`src/rtl/core/lcc_pkg.sv`:
```
`timescale 1ns / 1ps
`default_nettype none

package lcc_pkg;

	// Default geometry width and queue depth.
	localparam int COORD_BITS_DEF  = 16;
	localparam int QUEUE_DEPTH_DEF = 8;

	// Fixed field widths.
	localparam int FIELD_W   = 16;
	localparam int CFG_IDX_W = 3;
	localparam int COUNT_W   = 32;

	// Register indexes of the configuration port.
	localparam logic [CFG_IDX_W-1:0] CFG_LINE_A_X = 3'd0;
	localparam logic [CFG_IDX_W-1:0] CFG_LINE_A_Y = 3'd1;
	localparam logic [CFG_IDX_W-1:0] CFG_LINE_B_X = 3'd2;
	localparam logic [CFG_IDX_W-1:0] CFG_LINE_B_Y = 3'd3;

	// Reset values of the counting line.
	localparam logic [FIELD_W-1:0] LINE_A_X_RST = 16'd5600;
	localparam logic [FIELD_W-1:0] LINE_A_Y_RST = 16'd4480;
	localparam logic [FIELD_W-1:0] LINE_B_X_RST = 16'd16000;
	localparam logic [FIELD_W-1:0] LINE_B_Y_RST = 16'd4480;

	// One classified request as it moves from the geometry front to the counter.
	typedef struct packed {
		logic valid;
		logic hit;
	} lcc_item_t;

endpackage

`default_nettype wire

```
`src/rtl/core/lcc_back.sv`:
```
`timescale 1ns / 1ps
`default_nettype none

module lcc_back import lcc_pkg::*; (
	input  wire logic               clk,
	input  wire logic               arst_n,
	input  wire lcc_item_t          head,
	output logic                    pop,
	output logic                    out_valid,
	input  wire logic               out_ready,
	output logic                    crossed,
	output logic [COUNT_W-1:0]      crossing_count
);

	logic               out_valid_q;
	logic               crossed_q;
	logic [COUNT_W-1:0] count_q;

	// Take the next request whenever the output register is free or drains now.
	assign pop = head.valid && (!out_valid_q || out_ready);

	always_ff @(posedge clk or negedge arst_n) begin
		if (!arst_n) begin
			out_valid_q <= 1'b0;
			count_q     <= '0;
		end else begin
			if (pop) begin
				out_valid_q <= 1'b1;
				count_q     <= count_q + COUNT_W'(head.hit);
			end else if (out_ready) begin
				out_valid_q <= 1'b0;
			end
		end
	end

	always_ff @(posedge clk) begin
		if (pop) begin
			crossed_q <= head.hit;
		end
	end

	assign out_valid      = out_valid_q;
	assign crossed        = crossed_q;
	assign crossing_count = count_q;

endmodule

`default_nettype wire

```
`config.mk`:
```
export PLATFORM = sky130hd
export DESIGN_NAME = lcc_back
export DESIGN_NICKNAME = d
export VERILOG_FILES = /design/src/rtl/core/lcc_pkg.sv /design/src/rtl/core/lcc_back.sv
export SDC_FILE = /design/constraint.sdc
export NUM_CORES = 1
export LEC_CHECK = 0
export BUFFER_PORTS_ARGS = -buffer_cell sky130_fd_sc_hd__buf_2
export CORE_ASPECT_RATIO = 1.5
export CORE_MARGIN = 2
export CORE_UTILIZATION = 52
export DETAILED_ROUTE_END_ITERATION = 10
export GPL_ROUTABILITY_DRIVEN = 0
export HOLD_SLACK_MARGIN = 0.08
export PLACE_DENSITY = 0.84
export SYNTH_ARGS = -nofsm -noshare
export SYNTH_HDL_FRONTEND = slang
export SYNTH_SLANG_ARGS = --single-unit
```
`constraint.sdc`:
```
create_clock -name clk -period 2.1 [get_ports clk]
set_input_delay 0.105 -clock clk [delete_from_list [all_inputs] [get_ports clk]]
set_output_delay 0.105 -clock clk [all_outputs]
set_load 0.01 [all_outputs]
```
==> metrics, run 1 <==
CP max stage delay around 650 ps; fraction of layout cells with a size suffix above 1 between 20% and 30%; worst setup path category reg2reg; Worst Hold Class in2reg; Clock Sink Count 34; synth unique cells 25; DRT antenna net count 0; Ant. Diodes 0; Root Driver clkbuf_8; crit end category register; fin crit period around 1900 ps; Tcrit/Tclk final between 90% and 100%; DR DRC count 0; fmax 529 MHz; via/cell ratio 5.48; MaxCap Viol Count 0; CTS buffer count 5; TritonCTS clock tree built; post-route cell area about 2000 sq um; Mapped Nets 153; Slew headroom ~53%; Max clock buf depth 2; number of global-route vias before repair roughly 1,300; #FFs+latches synth 34; Largest delay share family, worst path simple AND/OR/NAND/NOR gates; HPWL after DPL 2.57 mm; hold_sp out_ready; post-synthesis sequential area ratio a little over half; final-report hold violation count 0; Core ar. ~3100 sq um; Final Setup Violations 0; Synth Area per Inst ~11 sq um; Post-Syn Area 1640 sq um; DP Cell Count 222; Starting Density about 53%; RSZ-0062 raised after global routing false; post_cts resized 0; IO Port Bufs 39; initial antenna violation count 0; Leakage around 1.1 nW; measured slew at the worst slew-check pin between 700 and 800 ps; Clock transition at path regs about 70 ps; Die Footprint 3640 sq um; Post-DP Area around 1900 sq um; IO Pins 40; DIE WIDTH 49.9 um; first-pass GRT wire length ~6.0 mm; Final Max Tran Viols 0; Crit-path slowest cell or3_1; FP Rows 25; Worst EP arrival 2110 ps; Clk Latency, worst-skew pair 290 ps; Die H roughly 73 um; post-place setup slack between 200 and 250 ps; via count about 1,300; Buf+Inv Stages, Crit Path 0; final cell count without fillers approximately 230; worst hold margin between 200 and 250 ps; total track usage 22.4%; nets 200; htree depth 2; critical-path cell list nand2_1, or3_1, nor4_1, xor2_1; global route total overflow 0; routed wire length 3.44 mm; synthesized netlist cell count 145; Area growth syn-to-layout 21.3%; maximum VDD drop about 0.54 mV; Power Density 730 nW/um^2; pin count of the biggest net entering global routing 34; Initial DRC Count 29; worst r2r src crossing_count[6]$_DFFE_PN0P_; clk_skew between 9 and 10 ps; CP Launch Type register; final core utilization approximately 64%; status finished clean; setup tns final 0 ps; crit path from crossing_count[6]$_DFFE_PN0P_; drt pass-1 iters 4; Ys Warns 0; Tot Pwr about 1.5 mW; routed length per placed instance about 15 um; number of buffers added for setup after CTS 0; CP Max Fanout 17; critical path data required time between 2000 and 2500 ps; worst setup margin about 210 ps
==> worst register-to-register path, delay by kind of cell, from the launching register on <==
family / cells / cell delay [ps]
xor gates and xnor gates: 1 / 190
and+or+nand+nor: 3 / 1210
DFF: 1 / 420
==> worst paths after layout <==
path | end | slack, ps | depth (start not counted)
hold / removal | out_valid$_DFFE_PN0P_ | 200 | 3
max in group asynchronous | crossing_count[7]$_DFFE_PN0P_ | 1250 | 2
hold reg to reg | crossing_count[31]$_DFFE_PN0P_ | 480 | 1
setup / recovery | crossing_count[28]$_DFFE_PN0P_ | 210 | 4
setup reg to reg | crossing_count[28]$_DFFE_PN0P_ | 210 | 4
min in group asynchronous | crossing_count[21]$_DFFE_PN0P_ | 400 | 2
==> repair_timing <==
item,4_1_cts,5_1_grt
hold buffers,3,0
endpoints found under the hold margin,35,0
setup endpoints to repair,0,0
==> placed cells by master (no fill, tap or decap) <==
cell type / count
dlygate4sd3_1: 3
nand3_1: 11
buf_2: 39
nor4_4: 1
clkinvlp_4: 1
and2_1: 5
clkinv_2: 1
xnor2_1: 9
nor3_1: 7
clkbuf_8: 6
buf_4: 2
dfrtp_1: 33
nor2_1: 4
nand4_1: 7
and3_1: 3
nand2b_1: 2
xor2_1: 21
or3_1: 1
ha_1: 3
mux2_2: 2
inv_1: 5
nor4_1: 9
nand2_1: 9
nor4_2: 3
and4_1: 4
edfxtp_1: 1
and4_2: 1
==> routing by layer <==
layer	vias to the layer above	GRT usage, %	wire length (um)
li1	603	-	-
met1	617	25.7	1310
met2	44	35.4	1800
met3	14	6.76	193
met4	0	15.7	136
met5	-	0	0
==> final cells by class <==
class / count / area [sq um]
clock buffer: 6 / 82.6
clock inverter: 2 / 12.5
fill: 250 / 1100
inverter: 5 / 18.8
multi-input combinational: 102 / 734
sequential: 34 / 856
tap: 40 / 50.0
timing repair buffer: 44 / 240
==> power by group <==
part | switching, mW | total, mW | leakage, nW | internal (mW)
Combinational | 0.102 | 0.198 | 0.573 | 0.0964
Clock | 0.239 | 0.502 | 0.0472 | 0.263
Sequential | 0.0501 | 0.755 | 0.438 | 0.705
Total | 0.390 | 1.46 | 1.06 | 1.06
==> cell families after synthesis <==
group	count (synthesis)	synth area share, %
xor+xnor	30	16.0
fa+ha+maj	3	2.28
buf+inv	9	3.27
flops	34	52.1
mux	2	1.37
simple gates	67	25.0
==> state kept, by name, summed over array words and instances (netlist names) <==
signal,flops
crossing_count,32
crossed,1
out_valid,1
==> Yosys cell counts <==
library cell	instances	area (sq um)
dfrtp_1	33	826
xor2_1	21	184
nand3_1	11	55.1
nand2_1	9	33.8
nor4_1	9	56.3
xnor2_1	9	78.8
nand4_1	7	43.8
nor3_1	7	35.0
and2_1	5	31.3
inv_1	5	18.8
and4_1	4	35.0
nor2_1	4	15.0
and3_1	3	18.8
ha_1	3	37.5
nor4_2	3	37.5
mux2_2	2	22.5
nand2b_1	2	12.5
and4_2	1	10.0
buf_2	1	5.00
buf_6	1	11.3
buf_8	1	15.0
clkbuf_1	1	3.75
edfxtp_1	1	30.0
nor4_4	1	21.3
or3_1	1	6.26
No activity file was read; power rests on OpenSTA's default activity.
==> run 2: changes to the inputs <==
--- a/config.mk
+++ b/config.mk
@@ -5,14 +5,15 @@
 export SDC_FILE = /design/constraint.sdc
 export NUM_CORES = 1
 export LEC_CHECK = 0
+export ABC_AREA = 1
 export BUFFER_PORTS_ARGS = -buffer_cell sky130_fd_sc_hd__buf_2
 export CORE_ASPECT_RATIO = 1.5
 export CORE_MARGIN = 2
-export CORE_UTILIZATION = 52
+export CORE_UTILIZATION = 54
 export DETAILED_ROUTE_END_ITERATION = 10
 export GPL_ROUTABILITY_DRIVEN = 0
 export HOLD_SLACK_MARGIN = 0.08
-export PLACE_DENSITY = 0.84
+export PLACE_DENSITY = 0.85
 export SYNTH_ARGS = -nofsm -noshare
 export SYNTH_HDL_FRONTEND = slang
 export SYNTH_SLANG_ARGS = --single-unit
==> metrics, run 2 <==
setup tns final 0 ps (unchanged); via/cell ratio 5.24 (-4.5%); IO Port Bufs 39 (unchanged); total track usage 25.0% (+2.6 points); Tcrit/Tclk final 78.6% (-12 points); Die Footprint 4000 sq um (+9.9%); CP Max Fanout 4 (-13); number of flip-flops in the largest register 32 (unchanged); Clk pwr share 39.1% (+4.6 points); first-pass GRT wire length 7.43 mm (+25%); Synth Flop Type dfrtp_1; critical path data required time 2270 ps (-50 ps); worst setup path category in2reg; DR DRC count 0 (unchanged); critical-path cell list dlygate4sd3_1, buf_2, ha_1, ha_1, nand3_1, nor2_2, nand3_1, o21ai_0, nand2_1; final-report hold violation count 0 (unchanged); Worst Hold Class in2reg; top-area cell type share of the netlist area 43.7% (-6.5 points); measured slew at the worst slew-check pin 744 ps (+34.7 ps); Seq pwr share 50.5% (-1.4 points); global route total overflow 0 (unchanged); Final Max Tran Viols 0 (unchanged); via count 1,786 (+40%); Slew headroom 50.4% (-2.3 points); DIE WIDTH 52.3 um (+4.7%); asr flop ratio synth 97.1% (unchanged); Mapped Nets 259 (+69%); biggest area consumer among synthesized cells dfrtp_1; initial antenna violation count 0 (unchanged); worst r2r src crossing_count[0]$_DFFE_PN0P_; routed wire length 4.55 mm (+32%); Core ar. 3380 sq um (+9.3%); Comb power frac 10.4% (-3.2 points); switch share 26.0% (-0.83 points); Area growth syn-to-layout 19.7%; Initial DRC Count 62 (+110%); drt pass-1 iters 4 (unchanged); Worst Hold Depth 4 (+1); top post-synthesis cells by area dfrtp_1 (44%), nand2_1 (19%), nor2_1 (6.8%); Root Driver clkbuf_8; Power Density 651 nW/um^2 (-11%); routed length per placed instance 13.3 um (-9.7%); Leakage 1.18 nW (+11%); switching pwr 0.383 mW (-2.0%); internal power 1.09 mW (+2.3%); R2R depth 7 (+3); Post-synth EDFFs 1 (unchanged); hold-critical path endpoint out_valid$_DFFE_PN0P_; worst hold margin 148 ps (-54.0 ps); htree depth 2 (unchanged); Starting Density 55.8% (+2.7 points); fin crit period 1650 ps (-242 ps); synthesized netlist cell count 251 (+73%); clk_skew 3.80 ps (-5.27 ps); crit end category register; Worst EP arrival 1820 ps (-290 ps); post_cts resized 0 (unchanged); maximum VDD drop 0.607 mV (+12%); Clock transition at path regs 70 ps (about the same); Clk Latency, worst-skew pair 290 ps (about the same); CP Launch Type primary input; Post-Syn Area 1890 sq um (+15%); FP Rows 26 (+4.0%); commonest non-fill, non-tap cell in the layout nand2_1; Die H 76.4 um (+4.9%); DRT antenna net count 0 (unchanged); Crit-path slowest cell dlygate4sd3_1; end of the worst register-to-register path crossing_count[18]$_DFFE_PN0P_; #FFs+latches synth 34 (unchanged); HPWL after DPL 3.35 mm (+30%); Clock Sink Count 34 (unchanged); TritonCTS clock tree built; Max clock buf depth 2 (unchanged); pin count of the biggest net entering global routing 34 (unchanged); fraction of layout cells with a size suffix above 1 19.4% (-9.6 points); most frequent cells after synthesis nand2_1 (94), nor2_1 (34), dfrtp_1 (33), inv_1 (25), nand3_1 (16); RSZ-0062 raised after global routing false; Ant. Diodes 0 (unchanged); status finished clean; Ys Warns 0 (unchanged); Final Setup Violations 0 (unchanged); number of global-route vias before repair 1,648 (+27%); final core utilization 66.8% (+2.4 points); fmax 606 MHz (+15%); IO Pins 40 (unchanged); MaxCap Viol Count 0 (unchanged); Synth Area per Inst 7.52 sq um (-34%); Tot Pwr 1.47 mW (+1.1%); R2R setup slack 500 ps (+290 ps); CTS buffer count 5 (unchanged); nets 306 (+53%); CP max stage delay 520 ps (-130 ps); commonest non-fill, non-tap cells in the layout nand2_1 (94), buf_2 (39), nor2_1 (34); hold_sp out_ready; post-synthesis sequential area ratio 45.3% (-6.7 points); most common cell in the netlist nand2_1; synth unique cells 23 (-8.0%)
## run 2: changes by cell type after synthesis, sizes merged, moves of 5 or more
cell and delta:
nor2 +37, nand2 +86, nand3b +7, and4 -5
nand3 +6, xor2 -11, inv +21, nand4 -5
nor4 -13
## run 2: power by group through the flow
| stage | sequential (mW) | combinational (mW) | clock (mW) |
|---|---|---|---|
| after detailed placement | 0.756 | 0.151 | 0 |
| final | 0.743 | 0.153 | 0.575 |
| after floorplan | 0.766 | 0.0653 | 0 |
| after global routing | 0.750 | 0.179 | 0.604 |
| after global placement | 0.751 | 0.146 | 0 |
| after CTS | 0.743 | 0.157 | 0.586 |
## run 2: what timing repair did
action	CTS	global route
endpoints found under the hold margin	35	0
setup buffers	0	0
hold buffers	3	0
## run 2: stage by stage
step | area, sq um | worst slack [ps] | std cells
2_1_floorplan | 1890 | 595 | 251
3_3_place_gp | 2120 | 556 | 330
3_5_place_dp | 2120 | 512 | 330
4_1_cts | 2260 | 447 | 341
5_1_grt | 2260 | 256 | 341
6_report | 2260 | 450 | 341
## run 2: logic make-up after synthesis
| group | after synthesis | share of synthesized area [%] |
|---|---|---|
| AND/OR/NAND/NOR | 168 | 38.3 |
| flip-flops | 34 | 45.3 |
| buffers and inverters | 28 | 6.03 |
| XOR/XNOR | 15 | 6.96 |
| AO/OA/AOI/OAI | 3 | 1.39 |
| adder cells (fa/ha/maj) | 3 | 1.99 |
## run 2: final cells by class
type / instances / area (sq um)
Clock buffer: 8 / 110
Fill cell: 309 / 1120
Inverter: 26 / 97.6
Multi-Input combinational cell: 189 / 918
Sequential cell: 34 / 856
Tap cell: 42 / 52.6
Timing Repair Buffer: 42 / 225
## run 2: worst max-delay path by stage
stage | start | to | slack (ps)
CTS | head[0] | crossing_count[18]$_DFFE_PN0P_ | 450
finish | head[0] | crossing_count[18]$_DFFE_PN0P_ | 450
global route | head[0] | crossing_count[18]$_DFFE_PN0P_ | 260
floorplan | crossing_count[0]$_DFFE_PN0P_ | crossing_count[24]$_DFFE_PN0P_ | 600
detailed placement | crossing_count[0]$_DFFE_PN0P_ | crossing_count[24]$_DFFE_PN0P_ | 510
global placement | crossing_count[0]$_DFFE_PN0P_ | crossing_count[18]$_DFFE_PN0P_ | 560
## run 2: routing by layer
metal / track usage (%) / part of all wire [%]
met4: 11.3 / 2.9
met1: 28.9 / 40
met2: 42.3 / 52
met5: 0 / 0
met3: 5.49 / 5.3
## run 2: critical path, delay by kind of cell
family                   cells  cell delay (ps)
AND/OR/NAND/NOR              4              560
adder cells (fa/ha/maj)      2              350
AO/OA/AOI/OAI                1              180
buffers and inverters        2              640
