[src/rtl/core/lcc_pkg.sv]
`timescale 1ns / 1ps
`default_nettype none

package lcc_pkg;

	// Default geometry width and queue depth.
	localparam int COORD_BITS_DEF  = 16;
	localparam int QUEUE_DEPTH_DEF = 8;

	// Fixed field widths.
	localparam int FIELD_W   = 16;
	localparam int CFG_IDX_W = 3;
	localparam int COUNT_W   = 32;

	// Register indexes of the configuration port.
	localparam logic [CFG_IDX_W-1:0] CFG_LINE_A_X = 3'd0;
	localparam logic [CFG_IDX_W-1:0] CFG_LINE_A_Y = 3'd1;
	localparam logic [CFG_IDX_W-1:0] CFG_LINE_B_X = 3'd2;
	localparam logic [CFG_IDX_W-1:0] CFG_LINE_B_Y = 3'd3;

	// Reset values of the counting line.
	localparam logic [FIELD_W-1:0] LINE_A_X_RST = 16'd5600;
	localparam logic [FIELD_W-1:0] LINE_A_Y_RST = 16'd4480;
	localparam logic [FIELD_W-1:0] LINE_B_X_RST = 16'd16000;
	localparam logic [FIELD_W-1:0] LINE_B_Y_RST = 16'd4480;

	// One classified request as it moves from the geometry front to the counter.
	typedef struct packed {
		logic valid;
		logic hit;
	} lcc_item_t;

endpackage

`default_nettype wire

[src/rtl/core/lcc_queue.sv]
`timescale 1ns / 1ps
`default_nettype none

module lcc_queue import lcc_pkg::*; #(
	parameter int DEPTH = QUEUE_DEPTH_DEF
) (
	input  wire logic      clk,
	input  wire logic      arst_n,
	input  wire lcc_item_t push_item,
	input  wire logic      pop,
	output lcc_item_t      head
);

	localparam int PTR_W = (DEPTH > 1) ? $clog2(DEPTH) : 1;
	localparam int CNT_W = $clog2(DEPTH + 1);

	logic [DEPTH-1:0] mem_q;
	logic [PTR_W-1:0] wr_ptr_q, rd_ptr_q;
	logic [CNT_W-1:0] cnt_q;
	logic             push;

	// The credit count upstream keeps the queue from overflowing.
	assign push = push_item.valid;

	always_ff @(posedge clk) begin
		if (push) begin
			mem_q[wr_ptr_q] <= push_item.hit;
		end
	end

	always_ff @(posedge clk or negedge arst_n) begin
		if (!arst_n) begin
			wr_ptr_q <= '0;
			rd_ptr_q <= '0;
			cnt_q    <= '0;
		end else begin
			if (push) begin
				wr_ptr_q <= (wr_ptr_q == PTR_W'(DEPTH - 1)) ? '0 : wr_ptr_q + 1'b1;
			end
			if (pop) begin
				rd_ptr_q <= (rd_ptr_q == PTR_W'(DEPTH - 1)) ? '0 : rd_ptr_q + 1'b1;
			end
			cnt_q <= cnt_q + CNT_W'(push) - CNT_W'(pop);
		end
	end

	assign head.valid = (cnt_q != '0);
	assign head.hit   = mem_q[rd_ptr_q];

endmodule

`default_nettype wire

[config.mk]
export PLATFORM = sky130hd
export DESIGN_NAME = lcc_queue
export DESIGN_NICKNAME = d
export VERILOG_FILES = /design/src/rtl/core/lcc_pkg.sv /design/src/rtl/core/lcc_queue.sv
export SDC_FILE = /design/constraint.sdc
export NUM_CORES = 1
export LEC_CHECK = 0
export BUFFER_PORTS_ARGS = -buffer_cell sky130_fd_sc_hd__buf_4
export CELL_PAD_IN_SITES_DETAIL_PLACEMENT = 0
export CELL_PAD_IN_SITES_GLOBAL_PLACEMENT = 1
export CORE_MARGIN = 2
export CORE_UTILIZATION = 40
export DETAILED_ROUTE_END_ITERATION = 8
export PLACE_DENSITY_LB_ADDON = 0.1
export REMOVE_ABC_BUFFERS = 1
export SLEW_MARGIN = 20
export SYNTH_ARGS = -nofsm -noshare
export SYNTH_HDL_FRONTEND = slang
export SYNTH_SLANG_ARGS = --single-unit
[constraint.sdc]
create_clock -name clk -period 3.15 [get_ports clk]
set_input_delay 0.1575 -clock clk [delete_from_list [all_inputs] [get_ports clk]]
set_output_delay 0.1575 -clock clk [all_outputs]
set_load 0.01 [all_outputs]
==> results.cfg, run 1 <==
[layout]
nNetsFinal = 92
antenna_cells = 0
drive_gt1_frac = 0.211
area_delta_synth_final_pct = 14.2

[synth]
synth_top_cell_area_share = 0.284
synth_top_family_by_area = adder cells
synth_xor_area_frac = 0.0199
ys_seq_area_frac = 0.557
synth-edff-count = 8
syn-cell-area_um2 = 881
synthCells = 65
ys_types = 17
synth.mux.area_fraction = 0.136
yosysTopAreaCell = dfrtp_1
synthSimpleGateAreaFrac = 0.0866
avgSynthCellArea_um2 = 13.6
synth_compound_area_frac = 0.0199
ys_ff_latch = 18
synth_most_common_cell = dfrtp_1
yosys.area_share.adder = 0.151
synth_common_cells = dfrtp_1, ha_1, edfxtp_1, nor2_1, inv_1
synthArstFlopShare = 0.556
synth_flop_cell = dfrtp_1
synthTopCellsByArea = dfrtp_1, edfxtp_1, ha_1, mux2_2, mux4_1
yosys_warnings = 0

[worst_setup_path]
crit_chain = mux4_1 -> mux2_2 -> buf_4
crit_arrival_ps = 1690
crit_required_ps = 2990
crit_buf_inv = 1
setup.worst_path.start_class = flip-flop
critPathKind = flip-flop to output pin
cp_max_fo = 5
endpoint_kind = output pin
cpPeakStageDelay_ps = 560
cp_top_family = multiplexers
crit_slowest_cell = mux4_1

[floorplanning]
die_area_mm2 = 0.00259
fp.dieW_um = 50.9
rows = 16
initial_core_util = 0.436
ios = 7
die-height_um = 50.9
core_mm2 = 0.00202

[drt]
ant_nets = 0
drtIter0Drc = 11
dr.pass1.iters = 4
vias = 475
drc = 0
wire_per_inst_um = 11.9
finalWirelength_um = 1230
vias_per_cell = 4.61

[global_route]
grt_remaining_overflow = 0
grt_first_pass_wirelength_um = 2240
antenna_found_initial = 0
grt_max_degree = 11
grt.total_usage = 0.121
grt_pass1_vias = 481

[timing]
tns_ps = 0
finalWorstSetupSlack_ps = 1300
skew_ps = 0.733
rsz0062_at_grt = false
worst_pin_slew_ps = 253
relSlewSlack = 0.831
fmax_mhz = 541
period_share = 0.587
finalHoldViolations = 0
finalSetupViolations = 0
fin_crit_ps = 1850
final_max_slew_viol_count = 0

[cts]
cts-root-buf = clkbuf_4
postCtsSetupBuffers = 0
cts_buffers = 3
cts-hold-fix-buffers = 1
htreeDepth = 1
clk_latency_ps = 280
cts_resized = 0
cts_tree = done
clk_path_buf_depth = 2
clk_pin_slew_ps = 100
cts_sinks = 18

[place]
place_ws_ps = 1610
place_congestion = 0.693
port_buffers = 6
hpwlAfterDp_um = 914

[hold_path]
hp-class = primary input to flip-flop

[run_status]
status = completed

[flow_run]
cap_violations = 0

[pwr]
power_density_mw_per_mm2 = 880
p_leak_nw = 0.448
peakVddDrop_v = 0.000415
[cells in the final DEF (no fill, tap or decap)]
cell           Yosys  final
clkbuf_8           0      1
fa_1               1      1
buf_4              0      6
nor3_1             2      2
nand3_1            1      1
edfxtp_1           8      8
mux4_1             2      2
nand3b_1           1      1
nand2b_1           2      2
clkbuf_4           0      3
a21oi_1            1      1
nand2_1            3      3
dfrtp_1           10     10
mux2_2             6      6
o21ai_0            1      1
xor2_1             2      2
inv_1              7      7
nor2_1             8      8
a21o_1             1      1
ha_1               9      9
dlygate4sd3_1      0      1
[report_power, final]
| group | total (mW) | switching (mW) | internal, mW |
|---|---|---|---|
| Clock | 0.139 | 0.0684 | 0.0703 |
| Sequential | 0.396 | 0.0644 | 0.332 |
| Combinational | 0.351 | 0.160 | 0.190 |
[cell families (layout without fill, tap and decap cells)]
family / after synthesis / in the layout
adders and majority gates: 10 / 10
AOI/OAI and AO/OA: 3 / 3
DFF: 18 / 18
muxes: 8 / 8
and+or+nand+nor: 17 / 17
xor gates and xnor gates: 2 / 2
buffers and inverters: 7 / 18
[worst paths after layout]
path                       cells past startpoint           to  slack (ps)          from
min in group asynchronous                      2  rd_ptr_q[2]         220        arst_n
min reg2reg                                    1  wr_ptr_q[2]         580   wr_ptr_q[2]
max                                            3      head[0]        1300   rd_ptr_q[0]
max reg2reg                                    6     cnt_q[2]        1620      cnt_q[0]
min                                            1     mem_q[3]         100  push_item[0]
max in group asynchronous                      2     cnt_q[0]        2790        arst_n
[per-layer routing]
layer  share of wire  global-route usage
met2            0.45               0.167
met5               0                   0
met3           0.026              0.0263
met4          0.0090              0.0676
met1            0.52               0.174
[registers in the layout (all words and copies together) (netlist names)]
name / flops
rd_ptr_q: 3
wr_ptr_q: 3
cnt_q: 4
mem_q: 8
[metrics by stage]
stage | hold slack (ps) | cells | power, mW | instance area [um2] | util
global route | 86.9 | 103 | 0.979 | 1010 | 0.498
finish | 101 | 103 | 0.886 | 1010 | 0.498
floorplan | -138 | 65 | 0.662 | 881 | -
detailed placement | -3.35 | 98 | 0.756 | 960 | 0.475
global placement | -2.99 | 98 | 0.747 | 960 | 0.475
CTS | 83.4 | 103 | 0.900 | 1010 | 0.498
[layout make-up]
class,count,area [um2]
clock buffers,4,36.3
fillers,188,1020
inverters,7,26.3
multi-input cells,40,364
flip-flops and latches,18,490
well taps,27,33.8
repair buffers,7,55.1
No activity file was read; power rests on OpenSTA's default activity.
==> inputs of run 2 (changes only) <==
--- a/config.mk
+++ b/config.mk
@@ -5,11 +5,12 @@
 export SDC_FILE = /design/constraint.sdc
 export NUM_CORES = 1
 export LEC_CHECK = 0
+export ABC_AREA = 1
 export BUFFER_PORTS_ARGS = -buffer_cell sky130_fd_sc_hd__buf_4
 export CELL_PAD_IN_SITES_DETAIL_PLACEMENT = 0
 export CELL_PAD_IN_SITES_GLOBAL_PLACEMENT = 1
 export CORE_MARGIN = 2
-export CORE_UTILIZATION = 40
+export CORE_UTILIZATION = 39
 export DETAILED_ROUTE_END_ITERATION = 8
 export PLACE_DENSITY_LB_ADDON = 0.1
 export REMOVE_ABC_BUFFERS = 1
==> constraint.sdc (replaced) <==
create_clock -name clk -period 1.6 [get_ports clk]
set_input_delay 0.08 -clock clk [delete_from_list [all_inputs] [get_ports clk]]
set_output_delay 0.08 -clock clk [all_outputs]
set_load 0.01 [all_outputs]
==> run 2 against run 1 <==
  * Combinational power is 93% higher
  * Final cell count increased by 35%
  * Highest routed layer unchanged
  * Critical endpoint is now cnt_q[2]
  * Setup slack worse by 1200 ps
  * Hold slack worse by 90 ps
  * Synthesized cell count rose by 54%
  * Largest cell class unchanged
  * Via count up 34%
==> results.cfg, run 2 <==
[timing]
skew_ps = 11.6
fin_crit_ps = 1500
finalHoldViolations = 0
period_share = 0.938
whs_ps = 10.8
final_max_slew_viol_count = 0
rsz0062_at_grt = false
finalSetupViolations = 0
relSlewSlack = 0.845
fmax_mhz = 666
worst_pin_slew_ps = 233
tns_ps = 0

[layout]
final_cells = 139
nFillCells = 224
reg_top3 = mem_q: 8 flops, cnt_q: 4 flops
regMostFlops = mem_q
nNetsFinal = 127
final_cell_mix = nand2_1, inv_1, dfrtp_1
largest_reg_flops = 8
antenna_cells = 0
final_common_cell = nand2_1
area_delta_synth_final_pct = 14.0
drive_gt1_frac = 0.108

[synth]
ys_types = 12
ys_ff_latch = 18
synthArstFlopShare = 0.556
synthTopCellsByArea = dfrtp_1, edfxtp_1, ha_1, nand2_1, inv_1
synth-edff-count = 8
syn-cell-area_um2 = 922
synth_most_common_cell = nand2_1
synth_flop_cell = dfrtp_1
synthCells = 100
avgSynthCellArea_um2 = 9.22
yosysTopAreaCell = dfrtp_1
synth_common_cells = nand2_1, inv_1, dfrtp_1
synth_top_cell_area_share = 0.271
ys_seq_area_frac = 0.532
yosys_warnings = 0

[floorplanning]
fp.dieW_um = 52.6
rows = 17
core_mm2 = 0.00223
ios = 7
initial_core_util = 0.413
die_area_mm2 = 0.00277
die-height_um = 52.6

[worst_setup_path]
crit_arrival_ps = 1690
crit_required_ps = 1790
setup.worst_path.start_class = flip-flop
cp_max_fo = 2
endpoint_kind = flip-flop
critPathKind = flip-flop to flip-flop

[flow_run]
cap_violations = 0

[global_route]
grt_max_degree = 11
grt.total_usage = 0.131
grt_pass1_vias = 618
antenna_found_initial = 0
grt_remaining_overflow = 0
grt_first_pass_wirelength_um = 2640

[cts]
cts_buffers = 3
cts_tree = done
cts_sinks = 18
cts-root-buf = clkbuf_4
clk_pin_slew_ps = 110
postCtsSetupBuffers = 0
clk_latency_ps = 300
htreeDepth = 1
clk_path_buf_depth = 2

[pwr]
swShare = 0.370
power.switching_mw = 0.621
power_frac_seq = 0.428
internal-power_mw = 1.06
power_density_mw_per_mm2 = 1600
peakVddDrop_v = 0.000810
p_leak_nw = 0.534
power.clock.fraction = 0.168
power_frac_comb = 0.404
total_power_mw = 1.68

[place]
port_buffers = 6
hpwlAfterDp_um = 1090
place_congestion = 0.767
place_inst = 134

[drt]
drc = 0
finalWirelength_um = 1410
dr.pass1.iters = 3
drtIter0Drc = 8
vias = 637
vias_per_cell = 4.58
ant_nets = 0
wire_per_inst_um = 10.2

[hold_path]
hp-class = primary input to flip-flop

[run_status]
status = completed
-- run 2: changes by cell type in the layout (fill, tap and decap cells not counted), moves of 2 or more --
cell | before | now
nand2_1 | 3 | 24
inv_1 | 7 | 21
nand3_1 | 1 | 8
mux2_2 | 6 | 0
o21ai_0 | 1 | 6
mux4_1 | 2 | 0
nand2b_1 | 2 | 0
nor3_1 | 2 | 0
-- run 2: final cells by class --
cell class,instances,area [um2],area share
well taps,28,35.0,0.0333
inverters,22,82.6,0.0786
multi-input cells,60,352,0.335
repair buffers,7,55.1,0.0524
flip-flops and latches,18,490,0.467
clock buffers,4,36.3,0.0345
-- run 2: path summary, 6_finish.rpt --
check                              from           to  slack (ps)  depth (start not counted)
max                            cnt_q[0]     cnt_q[2]         100                          6
min                        push_item[0]     mem_q[2]          10                          1
max reg2reg                    cnt_q[0]     cnt_q[2]         100                          6
min reg2reg                 rd_ptr_q[2]  rd_ptr_q[2]         610                          2
max in group asynchronous        arst_n  wr_ptr_q[2]        1290                          2
min in group asynchronous        arst_n  rd_ptr_q[2]         160                          2
-- run 2: metrics by stage --
stage	cell area [um2]	setup slack [ps]	util
after floorplan	922	131	-
after global placement	1000	102	0.449
after detailed placement	1000	64.4	0.449
after CTS	1050	45.1	0.469
after global routing	1050	18.0	0.471
final	1050	99.2	0.471
-- run 2: per-layer routing --
metal,global-route usage,up-vias,wire (um)
met1,0.164,296,684
met5,0,-,0
li1,-,332,-
met2,0.215,5,678
met4,0.0769,0,31
met3,0.0171,4,20
-- run 2: timing repair --
item | CTS | global route
setup endpoints to repair | 0 | 1
hold buffers | 1 | 0
hold endpoints to repair | 10 | 0
resized for setup | 0 | 1
-- run 2: power groups by stage --
stage                     combinational (mW)  sequential [mW]  clock, mW
after detailed placement               0.679            0.730          0
after global placement                 0.670            0.733          0
after floorplan                        0.517            0.707          0
final                                  0.677            0.718      0.281
after global routing                   0.814            0.742      0.310
after CTS                              0.684            0.721      0.290
-- run 2: cells by family (layout without fill, tap and decap cells) --
group	count (synthesis)	count (layout)	synth area share
xor+xnor	2	2	0.0190
fa+ha+maj	10	10	0.144
compound gates	7	7	0.0380
simple gates	41	41	0.178
buf+inv	22	33	0.0896
flops	18	18	0.532
-- run 2: critical path, stage by stage (launching register included) --
cell     delay, ps
dfrtp_1        340
inv_1           50
ha_1           260
inv_1           40
ha_1           200
fa_2           350
xor2_1         160
==> inputs of run 3 (changes only) <==
==> constraint.sdc (replaced) <==
create_clock -name clk -period 1.3 [get_ports clk]
set_input_delay 0.065 -clock clk [delete_from_list [all_inputs] [get_ports clk]]
set_output_delay 0.065 -clock clk [all_outputs]
set_load 0.01 [all_outputs]
==> run 3 against run 2 <==
  * The run now ends with setup timing left
  * Cell area rose by 12%
  * Largest power group is now combinational logic
  * Critical endpoint unchanged
  * Power up 38%
  * Sequential share of layout area fell by 5.1 points
  * Maximum frequency increased by 6.1%
==> results.cfg, run 3 (synthesized netlist as in run 2, its figures left out) <==
[pwr]
power_density_mw_per_mm2 = 1960
power_frac_seq = 0.383
power.clock.fraction = 0.147
peakVddDrop_v = 0.00127
power_frac_comb = 0.469
swShare = 0.370
p_leak_nw = 0.580
total_power_mw = 2.31
internal-power_mw = 1.46
power.switching_mw = 0.856

[cts]
cts_sinks = 18
htreeDepth = 1
cts_tree = done
clk_path_buf_depth = 2
clk_latency_ps = 290
clk_pin_slew_ps = 100
cts-root-buf = clkbuf_4
cts_buffers = 3

[worst_setup_path]
crit_slowest_cell = dfrtp_1
endpoint_kind = flip-flop
critPathKind = flip-flop to flip-flop
crit_arrival_ps = 1600
cpPeakStageDelay_ps = 350
crit_required_ps = 1490
crit_buf_inv = 2
cp_top_family = adder cells
cp_max_fo = 2
setup.worst_path.start_class = flip-flop
crit_chain = inv_2 -> ha_4 -> inv_2 -> ha_4 -> fa_2 -> xor2_1

[flow_run]
cap_violations = 0

[timing]
final_max_slew_viol_count = 0
relSlewSlack = 0.870
finalHoldViolations = 0
worst_pin_slew_ps = 195
fmax_mhz = 707
fin_crit_ps = 1410
period_share = 1.09
skew_ps = 7.69
finalWorstSetupSlack_ps = -115
whs_ps = 26.7
rsz0062_at_grt = true
finalSetupViolations = 4

[drt]
drc = 0
ant_nets = 0
vias_per_cell = 4.52
wire_per_inst_um = 10.2
finalWirelength_um = 1490
vias = 665
drtIter0Drc = 10
dr.pass1.iters = 4

[layout]
antenna_cells = 0
regMostFlops = mem_q
area_delta_synth_final_pct = 28.1
drive_gt1_frac = 0.261
largest_reg_flops = 8
final_cell_mix = nand2_1, inv_1, buf_4
final_common_cell = nand2_1
final_util = 0.529
reg_top3 = mem_q: 8 flops, cnt_q: 4 flops
nNetsFinal = 135
nFillCells = 214

[floorplanning]
die-height_um = 52.6
rows = 17
die_area_mm2 = 0.00277
initial_core_util = 0.413
ios = 7
core_mm2 = 0.00223
fp.dieW_um = 52.6

[place]
place_congestion = 0.780
port_buffers = 6
place_ws_ps = -220
hpwlAfterDp_um = 1110

[global_route]
antenna_found_initial = 0
grt_max_degree = 11
grt_pass1_vias = 664
grt_first_pass_wirelength_um = 2790
grt_remaining_overflow = 0
grt.total_usage = 0.140

[run_status]
violations = setup timing
status = complete, but fails checks

[hold_path]
hp-class = primary input to flip-flop
## run 3: cell type report
class	count	area [um2]	share of cell area
well taps	28	35.0	0.0297
multi-input cells	60	404	0.342
repair buffers	15	125	0.106
inverters	22	90.1	0.0763
flip-flops and latches	18	490	0.415
clock buffers	4	36.3	0.0307
## run 3: through the flow
stage	TNS (ps)	cell area, um2	instances
after floorplan	-233	922	100
after detailed placement	-335	1020	137
after CTS	-382	1140	147
final	-279	1180	147
after global routing	-522	1180	147
after global placement	-274	1020	137
## run 3: worst paths after layout
check | end | depth (start not counted) | startpoint | slack [ps]
max | cnt_q[2] | 6 | cnt_q[0] | -110
min | wr_ptr_q[0] | 2 | push_item[1] | 30
max reg2reg | cnt_q[2] | 6 | cnt_q[0] | -110
min reg2reg | rd_ptr_q[2] | 2 | rd_ptr_q[2] | 610
max in group asynchronous | wr_ptr_q[1] | 2 | arst_n | 1030
min in group asynchronous | rd_ptr_q[2] | 2 | arst_n | 120
## run 3: layer usage
layer | vias up | share of wire | GRT usage
li1 | 350 | - | -
met1 | 302 | 0.49 | 0.187
met2 | 8 | 0.46 | 0.215
met3 | 5 | 0.019 | 0.0171
met4 | 0 | 0.028 | 0.0897
met5 | - | 0 | 0
## run 3: power groups by stage
stage	Clock (mW)	Sequential, mW	Combinational (mW)
2_1_floorplan	0	0.871	0.636
3_3_place_gp	0	0.888	0.870
3_5_place_dp	0	0.883	0.898
4_1_cts	0.352	0.872	1.03
5_1_grt	0.379	0.911	1.29
6_report	0.341	0.886	1.09
## run 3: what timing repair did
item	4_1_cts	5_1_grt
hold buffers	2	0
pin swaps	5	7
endpoints found under the hold margin	12	0
gates resized for setup	7	13
endpoints found under the setup margin	4	5
cloned	0	0
setup buffers	4	0
